[config.mk]
export PLATFORM = sky130hd
export DESIGN_NAME = vns_arith
export DESIGN_NICKNAME = d
export VERILOG_FILES = /design/src/rtl/vns_pkg.sv /design/src/rtl/vns_arith.sv
export SDC_FILE = /design/constraint.sdc
export NUM_CORES = 1
export LEC_CHECK = 0
export BUFFER_PORTS_ARGS = -buffer_cell sky130_fd_sc_hd__buf_2
export CAP_MARGIN = 20
export CORE_MARGIN = 2
export CORE_UTILIZATION = 38
export DETAILED_ROUTE_END_ITERATION = 10
export PLACE_DENSITY = 0.67
export SLEW_MARGIN = 40
export SYNTH_ARGS = -nofsm -noshare
export SYNTH_HDL_FRONTEND = slang
export SYNTH_SLANG_ARGS = --single-unit
[constraint.sdc]
create_clock -name clk -period 6.86 [get_ports clk]
set_input_delay 0.343 -clock clk [delete_from_list [all_inputs] [get_ports clk]]
set_output_delay 0.343 -clock clk [all_outputs]
set_load 0.01 [all_outputs]
[src/rtl/vns_pkg.sv]
`default_nettype none
package vns_pkg;

  localparam int MAX_EXTENT = 32;
  localparam int COORD_LIMIT = 32;
  localparam int EXT_CAP = (MAX_EXTENT < COORD_LIMIT) ? MAX_EXTENT : COORD_LIMIT;
  localparam int COORD_W = 5;
  localparam int EXT_W = 6;
  localparam int ADDR_W = 15;
  localparam int DATA_W = 16;
  localparam int ARITH_W = 64;
  localparam int DIVB_W = 10;
  localparam int CNT_W = 7;

  localparam logic MODE_DIV = 1'b0;
  localparam logic MODE_SQRT = 1'b1;

  localparam logic OP_LOAD = 1'b0;
  localparam logic OP_QUERY = 1'b1;

  localparam logic [1:0] REG_SIZE_X = 2'd0;
  localparam logic [1:0] REG_SIZE_Y = 2'd1;
  localparam logic [1:0] REG_SIZE_Z = 2'd2;

  typedef struct packed {
    logic start;
    logic mode;
  } arith_req_t;

  function automatic logic [EXT_W-1:0] eff_extent(input logic [EXT_W-1:0] r);
    logic [EXT_W-1:0] v;
    v = r;
    if (v == '0) v = EXT_W'(1);
    if (v > EXT_W'(EXT_CAP)) v = EXT_W'(EXT_CAP);
    return v;
  endfunction

endpackage
`default_nettype wire

[src/rtl/vns_arith.sv]
`default_nettype none
module vns_arith (
  input  wire logic                        clk,
  input  wire logic                        rst_n,
  input  wire vns_pkg::arith_req_t         req,
  input  wire logic [vns_pkg::ARITH_W-1:0] opa,
  input  wire logic [vns_pkg::DIVB_W-1:0]  opb,
  output logic                             done,
  output logic      [vns_pkg::ARITH_W-1:0] result
);
  import vns_pkg::*;

  logic               run_r, run_nxt;
  logic               mode_r, mode_nxt;
  logic               done_r, done_nxt;
  logic [CNT_W-1:0]   cnt_r, cnt_nxt;
  logic [ARITH_W-1:0] acc_r, acc_nxt;
  logic [ARITH_W-1:0] res_r, res_nxt;
  logic [ARITH_W-1:0] bit_r, bit_nxt;
  logic [DIVB_W-1:0]  rem_r, rem_nxt;
  logic [DIVB_W-1:0]  div_r, div_nxt;
  logic [DIVB_W:0]    rem_sh;
  logic [ARITH_W-1:0] trial;
  logic [CNT_W-1:0]   last;

  always_comb begin
    rem_sh = {rem_r, acc_r[ARITH_W-1]};
    trial = res_r + bit_r;
    last = (mode_r == MODE_DIV) ? CNT_W'(ARITH_W - 1) : CNT_W'(ARITH_W / 2 - 1);
    run_nxt = run_r;
    mode_nxt = mode_r;
    cnt_nxt = cnt_r;
    acc_nxt = acc_r;
    res_nxt = res_r;
    bit_nxt = bit_r;
    rem_nxt = rem_r;
    div_nxt = div_r;
    done_nxt = 1'b0;
    if (req.start) begin
      run_nxt = 1'b1;
      mode_nxt = req.mode;
      cnt_nxt = '0;
      acc_nxt = opa;
      res_nxt = '0;
      bit_nxt = ARITH_W'(1) << (ARITH_W - 2);
      rem_nxt = '0;
      div_nxt = opb;
    end else if (run_r) begin
      if (mode_r == MODE_DIV) begin
        if (rem_sh >= {1'b0, div_r}) begin
          rem_nxt = DIVB_W'(rem_sh - {1'b0, div_r});
          acc_nxt = {acc_r[ARITH_W-2:0], 1'b1};
        end else begin
          rem_nxt = rem_sh[DIVB_W-1:0];
          acc_nxt = {acc_r[ARITH_W-2:0], 1'b0};
        end
      end else begin
        if (acc_r >= trial) begin
          acc_nxt = acc_r - trial;
          res_nxt = (res_r >> 1) + bit_r;
        end else begin
          res_nxt = res_r >> 1;
        end
        bit_nxt = bit_r >> 2;
      end
      cnt_nxt = cnt_r + CNT_W'(1);
      if (cnt_r == last) begin
        run_nxt = 1'b0;
        done_nxt = 1'b1;
      end
    end
  end

  always_ff @(posedge clk) begin
    if (!rst_n) begin
      run_r <= 1'b0;
      done_r <= 1'b0;
    end else begin
      run_r <= run_nxt;
      done_r <= done_nxt;
    end
    mode_r <= mode_nxt;
    cnt_r <= cnt_nxt;
    acc_r <= acc_nxt;
    res_r <= res_nxt;
    bit_r <= bit_nxt;
    rem_r <= rem_nxt;
    div_r <= div_nxt;
  end

  assign done = done_r;
  assign result = (mode_r == MODE_DIV) ? acc_r : res_r;

endmodule
`default_nettype wire

# Word level (Yosys, flattened, before mapping)
# Index checks and enable logic that the tools add are counted.
# W data, S select, Z words.
classes:
  bitwise: 3
  n_eq_ne: 2
  mux: 13
  n_addsub: 5
  order_cmp: 2
  reduce_logical: 5
ops:
  columns: ["operator", "count"]
  rows:
  - ["$mux W64", 6]
  - ["$add A63 B63 Y64", 1]
  - ["$add A64 B63 Y64", 1]
  - ["$ge A64 B64 Y1", 1]
  - ["$sub A64 B64 Y64", 1]
  - ["$ge A11 B10 Y1", 1]
  - ["$mux W10", 1]
  - ["$sub A10 B10 Y10", 1]
  - ["$add A7 B1 Y7 const B", 1]
  - ["$eq A7 B6 Y1", 1]
  - ["$mux W6", 1]
  - ["$reduce_and A2 Y1", 3]
  - ["$mux W1", 5]
  - ["$ne A3 B2 Y1 const B", 1]
  - ["$not A1 Y1", 3]
  - ["$reduce_or A3 Y1", 1]
  - ["$reduce_bool A2 Y1", 1]
totals:
  reg_bits: 190
  out_inout_bits: 65

# Longest topological paths before layout
# Gate-level depths: netlist of run 1.
depth:
  depth_word: 6
  ltp_mapped: 27
  ltp_nobuf: 23

# Worst setup path after synthesis of run 1
# No wires, ideal clock.
synth_timing:
  kind: "register -> register"
  from: "register res_r[26]"
  to: "register acc_r[0] (enable)"
  synth_period_minus_slack_ns: 6.347
  n_path_buf: 5
  t_required_ns: 6.173
  arrival_time_ns: 5.659
  stages_incl_launch_ff: 26
  path_slack_ns: 0.513
  path_cell_list: "dfxtp_1 > ha_1 > clkbuf_1 > a31o_2 > a2111oi_1 > o31ai_1 > a211o_1 > a21oi_2 > nor3_4 > a21o_1 > a31oi_1 > xor2_1 > ha_1 > clkbuf_1 > a21oi_1 > o21ai_0 > a221oi_1 > o21ai_1 > nand3_1 > o211ai_1 > or2_1 > buf_2 > buf_2 > buf_2 > nand2_1 > nand2_1"
synth_via:
  elab_chain_cells: 4
synth_rtl:
  columns: ["item", "line", "text"]
  rows:
  - ["start: declaration", "vns_arith.sv:18", "logic [ARITH_W-1:0] res_r, res_nxt;"]
  - ["start signal: assignment", "vns_arith.sv:85", "res_r <= res_nxt;"]
  - ["$add A64 B63 Y64", "vns_arith.sv:28", "trial = res_r + bit_r;"]
  - ["$ge A64 B64 Y1", "vns_arith.sv:58", "if (acc_r >= trial) begin"]
  - ["$ne A3 B2 Y1 (no source line)", null, null]
  - ["$reduce_and A2 Y1 (no source line)", null, null]
  - ["end signal: assignment", "vns_arith.sv:84", "acc_r <= acc_nxt;"]
  - ["end: declaration", "vns_arith.sv:17", "logic [ARITH_W-1:0] acc_r, acc_nxt;"]
# Every way passes these cells.
# A chain may end at the register's enable or synchronous reset.

# Final worst setup path of run 1
layout_timing:
  from: "register res_r[30]"
  to: "register res_r[39]"
layout_via:
  elab_chain_cells: 3
layout_rtl:
  columns: ["item", "line"]
  rows:
  - ["$add A64 B63 Y64", "vns_arith.sv:28"]
  - ["$ge A64 B64 Y1", "vns_arith.sv:58"]
  - ["$mux W64 (*)", "vns_arith.sv:58"]
# Every way passes the cells marked *; elsewhere a longest branch is shown, timed or not.

==> reports/metrics.yaml, run 1 <==
outcome:
  run_status: "complete, no violations"
power:
  clockPowerShare: 0.203
  power.density_nw_per_um2: 252
  seq_power_share: 0.304
  power.net_switching_mw: 2.25
  p_int_mw: 2.82
  netSwitchingFraction: 0.443
  p_leak_nw: 7.78
  irDropWorstVdd_mv: 0.197
  power_frac_comb: 0.492
logic_synthesis:
  synth_top_cell_by_area: "sky130_fd_sc_hd__dfxtp_1"
  syn-instance-count: 2373
  most_instantiated_flip_flop_cell_in_the_synthesis_netlist: "sky130_fd_sc_hd__dfxtp_1"
  synth.cells.most_frequent: "367 x sky130_fd_sc_hd__nand2_1, 196 x sky130_fd_sc_hd__nor2_1, 188 x sky130_fd_sc_hd__a21oi_1"
  synth.avg_cell_area_um2: 7.68
  netlist_top_cells_area: "sky130_fd_sc_hd__dfxtp_1 13%, sky130_fd_sc_hd__edfxtp_1 12%, sky130_fd_sc_hd__ha_1 9.7%"
  post_synthesis_net_count: 2594
  synth.cell_area_um2: 18200
  ys_ff_latch: 190
  synth-edff-count: 75
  yosys.cell_count.top_type: "sky130_fd_sc_hd__nand2_1"
  synth_top_cell_area_share: 0.126
  ys_warn_count: 0
  share_of_synthesized_flip_flops_with_an_asynchronous_set_or_reset: 0
  yosysSeqAreaShare: 0.250
  synth.distinct_cells: 98
routing:
  detail_route.vias_per_cell: 5.91
  detail_route.iter0.violations: 1539
  detailroute.wirelength.met2_mm: 28.2
  wl_met1_mm: 25.9
  detailroute.via_count: 18023
  final_antenna_violating_net_count: 0
  top_signal_layer_used: "met4"
  finalWirelength_mm: 59.4
  wire_per_inst_um: 19.5
  drc: 0
  drt_pass1_iterations: 5
  met3_wire_length_mm: 3.30
floorplanning:
  std_cell_rows: 80
  floorplan.die.width_um: 223
  number_of_i_o_pins: 143
  design.die.area_um2: 49700
  initial_utilization: 0.383
  die_height_um: 223
  floorplan.core_area_um2: 47500
worst_setup_path:
  critical_path_peak_fanout: 57
  arrival_ns: 6.85
  critical-path-top-delay-family: "compound AO/OA/AOI/OAI gates"
  critical-path-slowest-cell: "sky130_fd_sc_hd__dfxtp_1"
  setup.worst_path.class: "reg2reg"
  slowest_delay_ns: 0.57
  timing.critical_path.buf_inv: 1
  start_kind: "flip-flop"
  crit_chain: "ha_1 > a31oi_1 > nor2_1 > a2111oi_1 > o31ai_1 > a211o_1 > a21oi_2 > nor3_4 > a31oi_1 > xor2_1 > ha_1 > nand2_1 > o21ai_0 > a221oi_1 > o21ai_1 > nand3_1 > a21oi_1 > or2_2 > buf_4 > o21ai_0 > xor2_1 > a211oi_1"
  critical_path.endpoint_type: "flip-flop"
  worst-endpoint-required_ns: 7.28
sta:
  fin_crit_sh: 0.938
  setup_viol_count_final: 0
  final_max_slew_viol_count: 0
  finalSetupTns_ns: 0
  max_clock_freq_mhz: 155
  slew_headroom: 0.416
  finalWorstPathRequiredPeriod_ns: 6.43
  worst_max_slew_pin_slew_ns: 0.867
  hold_viol: 0
  fin_skew_ns: 0.0150
  whs_ns: 0.0868
  grt_setup_unrepaired: "false"
cells_and_area:
  nets: 2643
  post_layout_nonfiller_instances: 3050
  stdcell_area_um2: 20100
  drive_gt1_frac: 0.126
  n_fill_cell: 4765
  antenna_cells: 0
  area_growth_pct: 10.3
placed_design:
  buffer_ports.inserted: 142
  gp_routability_congestion: 0.974
  place_area_um2: 19300
  placed_cells_incl_taps: 3004
  place.detailed.hpwl_mm: 45.8
global_route:
  grtUsageTotal: 0.236
  grt_start_max_net_pins: 121
  grt.overflow.total: 0
  grt_antenna_before_repair: 0
  vias_in_the_first_global_route: 17203
  global_route_wire_length_before_repair_mm: 93.3
cts:
  holdBufCountCts: 11
  cts_post_setup_buffers_inserted: 0
  clock_latency_on_the_worst_skew_pair_ns: 0.51
  tritoncts.num_buffers: 17
  clock-sinks: 190
  cts_max_path_buffers: 2
  cts_tree: "yes"
  cts.root.buffer_cell: "sky130_fd_sc_hd__clkbuf_16"
  clk_transition_reported_paths_ns: 0.07
  cts_repair_resize_count: 0
  cts.htree.levels: 4
flow_run:
  cap_violations: 0
worst_hold_path:
  worst_hold_path_type: "in2reg"
-- worst reg2reg max path, stage by stage, from the launching register on --
cell and delay, ns:
sky130_fd_sc_hd__dfxtp_1 0.57, sky130_fd_sc_hd__ha_1 0.38, sky130_fd_sc_hd__a31oi_1 0.32, sky130_fd_sc_hd__nor2_1 0.09, sky130_fd_sc_hd__a2111oi_1 0.55, sky130_fd_sc_hd__o31ai_1 0.22, sky130_fd_sc_hd__a211o_1 0.35, sky130_fd_sc_hd__a21oi_2 0.21
sky130_fd_sc_hd__nor3_4 0.08, sky130_fd_sc_hd__a31oi_1 0.34, sky130_fd_sc_hd__xor2_1 0.12, sky130_fd_sc_hd__ha_1 0.52, sky130_fd_sc_hd__nand2_1 0.08, sky130_fd_sc_hd__o21ai_0 0.33, sky130_fd_sc_hd__a221oi_1 0.20, sky130_fd_sc_hd__o21ai_1 0.15
sky130_fd_sc_hd__nand3_1 0.09, sky130_fd_sc_hd__a21oi_1 0.30, sky130_fd_sc_hd__or2_2 0.19, sky130_fd_sc_hd__buf_4 0.51, sky130_fd_sc_hd__o21ai_0 0.33, sky130_fd_sc_hd__xor2_1 0.19, sky130_fd_sc_hd__a211oi_1 0.23
-- state kept, by name, summed over array words and instances (netlist names) --
register,flops
mode_r,1
div_r,10
bit_r,32
done,1
res_r,64
rem_r,10
cnt_r,7
acc_r,64
run_r,1
-- layer usage --
metal | vias up | GRT usage
li1 | 8797 | -
met1 | 8525 | 0.298
met2 | 593 | 0.402
met3 | 108 | 0.0385
met4 | 0 | 0.0944
met5 | - | 0
-- final timing paths --
check                         startpoint                     end  slack, ns  cells past startpoint
setup / recovery  res_r[30]$_SDFFE_PP0P_  res_r[39]$_SDFFE_PP0P_       0.43                     22
hold / removal                     rst_n        run_r$_SDFF_PN0_       0.09                      3
setup reg to reg  res_r[30]$_SDFFE_PP0P_  res_r[39]$_SDFFE_PP0P_       0.43                     22
hold reg to reg    rem_r[2]$_SDFFE_PP0P_   rem_r[2]$_SDFFE_PP0P_       0.49                      2
-- cells by family after synthesis --
| kind of cell | synth area share |
|---|---|
| multiplexers | 0.0557 |
| buffers and inverters | 0.0476 |
| XOR/XNOR | 0.0769 |
| AO/OA/AOI/OAI | 0.266 |
| flip-flops | 0.250 |
| AND/OR/NAND/NOR | 0.205 |
| adder cells (fa/ha/maj) | 0.0990 |
-- cell usage in the layout, fill, tap and decap left out, types with 6 or more instances in the layout --
cell type | netlist | final
sky130_fd_sc_hd__nand3_1 | 37 | 37
sky130_fd_sc_hd__buf_2 | 37 | 141
sky130_fd_sc_hd__o31a_1 | 6 | 6
sky130_fd_sc_hd__or4_1 | 6 | 6
sky130_fd_sc_hd__o21bai_1 | 24 | 24
sky130_fd_sc_hd__o21ai_0 | 167 | 167
sky130_fd_sc_hd__o31ai_1 | 11 | 11
sky130_fd_sc_hd__dlygate4sd3_1 | 0 | 11
sky130_fd_sc_hd__and3_1 | 18 | 18
sky130_fd_sc_hd__inv_1 | 58 | 58
sky130_fd_sc_hd__nand2_1 | 367 | 365
sky130_fd_sc_hd__nand2b_1 | 7 | 7
sky130_fd_sc_hd__a211o_1 | 10 | 10
sky130_fd_sc_hd__nor2_1 | 196 | 195
sky130_fd_sc_hd__ha_1 | 141 | 141
sky130_fd_sc_hd__o21a_1 | 20 | 20
sky130_fd_sc_hd__o21ai_1 | 11 | 11
sky130_fd_sc_hd__xnor2_1 | 86 | 86
sky130_fd_sc_hd__dfxtp_1 | 115 | 115
sky130_fd_sc_hd__o211ai_1 | 22 | 22
sky130_fd_sc_hd__nand4_1 | 56 | 56
sky130_fd_sc_hd__inv_6 | 0 | 6
sky130_fd_sc_hd__nor4_1 | 6 | 6
sky130_fd_sc_hd__a31oi_1 | 55 | 55
sky130_fd_sc_hd__a21o_1 | 59 | 59
sky130_fd_sc_hd__a221oi_1 | 12 | 12
sky130_fd_sc_hd__a21oi_1 | 188 | 187
sky130_fd_sc_hd__and2_1 | 11 | 10
sky130_fd_sc_hd__nor2b_1 | 28 | 28
sky130_fd_sc_hd__a211oi_1 | 58 | 58
sky130_fd_sc_hd__a311oi_1 | 14 | 14
sky130_fd_sc_hd__buf_4 | 2 | 26
sky130_fd_sc_hd__nor3_1 | 47 | 47
sky130_fd_sc_hd__a31o_2 | 14 | 14
sky130_fd_sc_hd__edfxtp_1 | 75 | 75
sky130_fd_sc_hd__mux2i_1 | 52 | 52
sky130_fd_sc_hd__clkbuf_16 | 0 | 18
sky130_fd_sc_hd__mux2_2 | 42 | 42
sky130_fd_sc_hd__or3_1 | 21 | 21
sky130_fd_sc_hd__xor2_1 | 74 | 74
-- power by group through the flow --
stage	sequential, mW	combinational [mW]	clock, mW
2_1_floorplan	1.45	1.83	0
3_3_place_gp	1.56	2.42	0
3_5_place_dp	1.56	2.43	0
4_1_cts	1.54	2.45	1.06
5_1_grt	1.55	2.73	1.09
6_report	1.54	2.49	1.03
-- stage by stage --
| stage | utilization | total power, mW | setup slack (ns) |
|---|---|---|---|
| after floorplan | - | 3.28 | 0.513 |
| after global placement | 0.406 | 3.98 | 0.551 |
| after detailed placement | 0.407 | 3.99 | 0.543 |
| after CTS | 0.422 | 5.05 | 0.502 |
| after global routing | 0.423 | 5.38 | 0.0241 |
| final | 0.423 | 5.06 | 0.426 |
-- final cells by class --
| class | count | area (µm²) | area share |
|---|---|---|---|
| clock buffers | 19 | 464 | 0.0231 |
| clock inverters | 13 | 118 | 0.00585 |
| inverters | 60 | 225 | 0.0112 |
| multi-input cells | 1967 | 12800 | 0.638 |
| flip-flops and latches | 190 | 4550 | 0.226 |
| well taps | 615 | 769 | 0.0383 |
| repair buffers | 186 | 1150 | 0.0574 |
Power figures use the tool's default switching activity.
==> run 2, diff against run 1 <==
- PLACE_DENSITY: 0.67 -> not set
==> run 2 against run 1 <==
Worst hold slack worse by 0.010 ns. Worst setup slack better by 0.063 ns. Sequential cell count unchanged. Largest cell class unchanged.
==> reports/metrics.yaml, run 2 (synthesis results as in run 1) <==
sta:
  setup_viol_count_final: 0
  max_clock_freq_mhz: 157
  finalSetupTns_ns: 0
  fin_crit_sh: 0.929
  finalWorstPathRequiredPeriod_ns: 6.37
  final_max_slew_viol_count: 0
  hold_viol: 0
  worst_max_slew_pin_slew_ns: 0.827
  fin_skew_ns: 0.0140
  slew_headroom: 0.449
  grt_setup_unrepaired: "false"
power:
  irDropWorstVdd_mv: 0.184
  power.density_nw_per_um2: 253
  p_leak_nw: 7.80
cells_and_area:
  mostFrequentLayoutCell: "sky130_fd_sc_hd__nand2_1"
  area_growth_pct: 10.5
  layout_top_registers: "acc_r (64), res_r (64), bit_r (32)"
  layout_common_cells: "365 x sky130_fd_sc_hd__nand2_1, 195 x sky130_fd_sc_hd__nor2_1, 187 x sky130_fd_sc_hd__a21oi_1"
  antenna_cells: 0
  nets: 2652
  final_util: 0.424
  drive_gt1_frac: 0.129
worst_hold_path:
  holdPathStages: 3
  worst_hold_path_type: "in2reg"
cts:
  clock_latency_on_the_worst_skew_pair_ns: 0.51
  clk_transition_reported_paths_ns: 0.08
  clock-sinks: 190
  tritoncts.num_buffers: 17
  cts_max_path_buffers: 2
  cts.htree.levels: 4
  cts_tree: "yes"
  cts.root.buffer_cell: "sky130_fd_sc_hd__clkbuf_16"
worst_setup_path:
  critical_path.endpoint_type: "flip-flop"
  critical-path-top-delay-family: "simple AND/OR/NAND/NOR gates"
  ff2ff_path_depth: 21
  critical_path_peak_fanout: 23
  slowest_delay_ns: 0.51
  worst-endpoint-required_ns: 7.11
  critical-path-slowest-cell: "sky130_fd_sc_hd__or4_1"
  timing.critical_path.depth: 21
  start_kind: "flip-flop"
  timing.critical_path.buf_inv: 1
  arrival_ns: 6.62
  crit_chain: "ha_1 > nand4_1 > nor2_2 > a2111oi_1 > o31ai_1 > a211o_1 > a21oi_2 > nor3_4 > a31oi_1 > or4_1 > o2111a_1 > ha_1 > and4_1 > a221oi_1 > o21ai_1 > nand3_1 > o211ai_1 > or2_2 > nand2_1 > nand2_4 > buf_4"
  setup.worst_path.class: "reg2reg"
  path_common_cell: "sky130_fd_sc_hd__ha_1"
placed_design:
  place.detailed.hpwl_mm: 47.3
  gp_routability_congestion: 0.958
  buffer_ports.inserted: 142
global_route:
  grtUsageTotal: 0.244
  vias_in_the_first_global_route: 17285
  grt.overflow.total: 0
  grt_antenna_before_repair: 0
  grt_start_max_net_pins: 116
  global_route_wire_length_before_repair_mm: 95.7
outcome:
  run_status: "complete, no violations"
floorplanning:
  design.die.area_um2: 49700
  initial_utilization: 0.383
  die_height_um: 223
  floorplan.die.width_um: 223
  number_of_i_o_pins: 143
  std_cell_rows: 80
  floorplan.core_area_um2: 47500
routing:
  drc: 0
  detailroute.via_count: 17974
  detail_route.iter0.violations: 1296
  finalWirelength_mm: 61.3
  detail_route.vias_per_cell: 5.88
  drt_pass1_iterations: 6
  final_antenna_violating_net_count: 0
  wire_per_inst_um: 20.1
flow_run:
  cap_violations: 0
run 2: final cells by class:
| cell class | instances | area, µm² |
|---|---|---|
| well taps | 615 | 769 |
| clock buffers | 18 | 429 |
| repair buffers | 195 | 1170 |
| inverters | 60 | 225 |
| multi-input cells | 1967 | 12800 |
| clock inverters | 14 | 149 |
| fillers | 4852 | 27400 |
| flip-flops and latches | 190 | 4550 |
run 2: path summary, 6_finish.rpt:
kind | startpoint | end | slack (ns)
setup reg to reg | res_r[32]$_SDFFE_PP0P_ | acc_r[58]$_DFFE_PP_ | 0.49
setup / recovery | res_r[32]$_SDFFE_PP0P_ | acc_r[58]$_DFFE_PP_ | 0.49
hold reg to reg | rem_r[1]$_SDFFE_PP0P_ | rem_r[1]$_SDFFE_PP0P_ | 0.49
hold / removal | rst_n | run_r$_SDFF_PN0_ | 0.08
run 2: where the power goes:
group / total, mW / internal (mW) / switching, mW
sequential: 1.53 / 1.35 / 0.183
combinational: 2.51 / 0.958 / 1.55
clock: 1.05 / 0.515 / 0.536
run 2: worst min-delay path, cell delays in order:
cell and delay (ns):
sky130_fd_sc_hd__buf_2 0.10, sky130_fd_sc_hd__o21ai_0 0.06, sky130_fd_sc_hd__nor2_1 0.04
run 2: what timing repair did:
action / CTS / global route
hold buffers: 11 / 0
buffers inserted: 0 / 0
setup endpoints to repair: 0 / 2
hold endpoints to repair: 11 / 0
gates resized for setup: 0 / 1
run 2: through the flow:
step | std cells | total power [mW] | hold slack, ns | worst slack, ns | cell area [µm²]
6_report | 3059 | 5.09 | 0.0767 | 0.489 | 20100
3_3_place_gp | 3016 | 4.02 | 0.465 | 0.366 | 19400
3_5_place_dp | 3016 | 4.01 | 0.477 | 0.304 | 19400
2_1_floorplan | 2373 | 3.28 | 0.442 | 0.513 | 18200
5_1_grt | 3059 | 5.41 | 0.0733 | 0.0745 | 20100
4_1_cts | 3059 | 5.09 | 0.0425 | 0.290 | 20100
run 2: layer usage:
layer  part of all wire  wire (µm)  global-route usage  up-vias
met5                  0          0                   0        -
met4              0.032       1960              0.0944        0
met3              0.042       2560              0.0309      103
met2               0.50      30400               0.436      502
met1               0.43      26400               0.298     8567
li1                   -          -                   -     8802
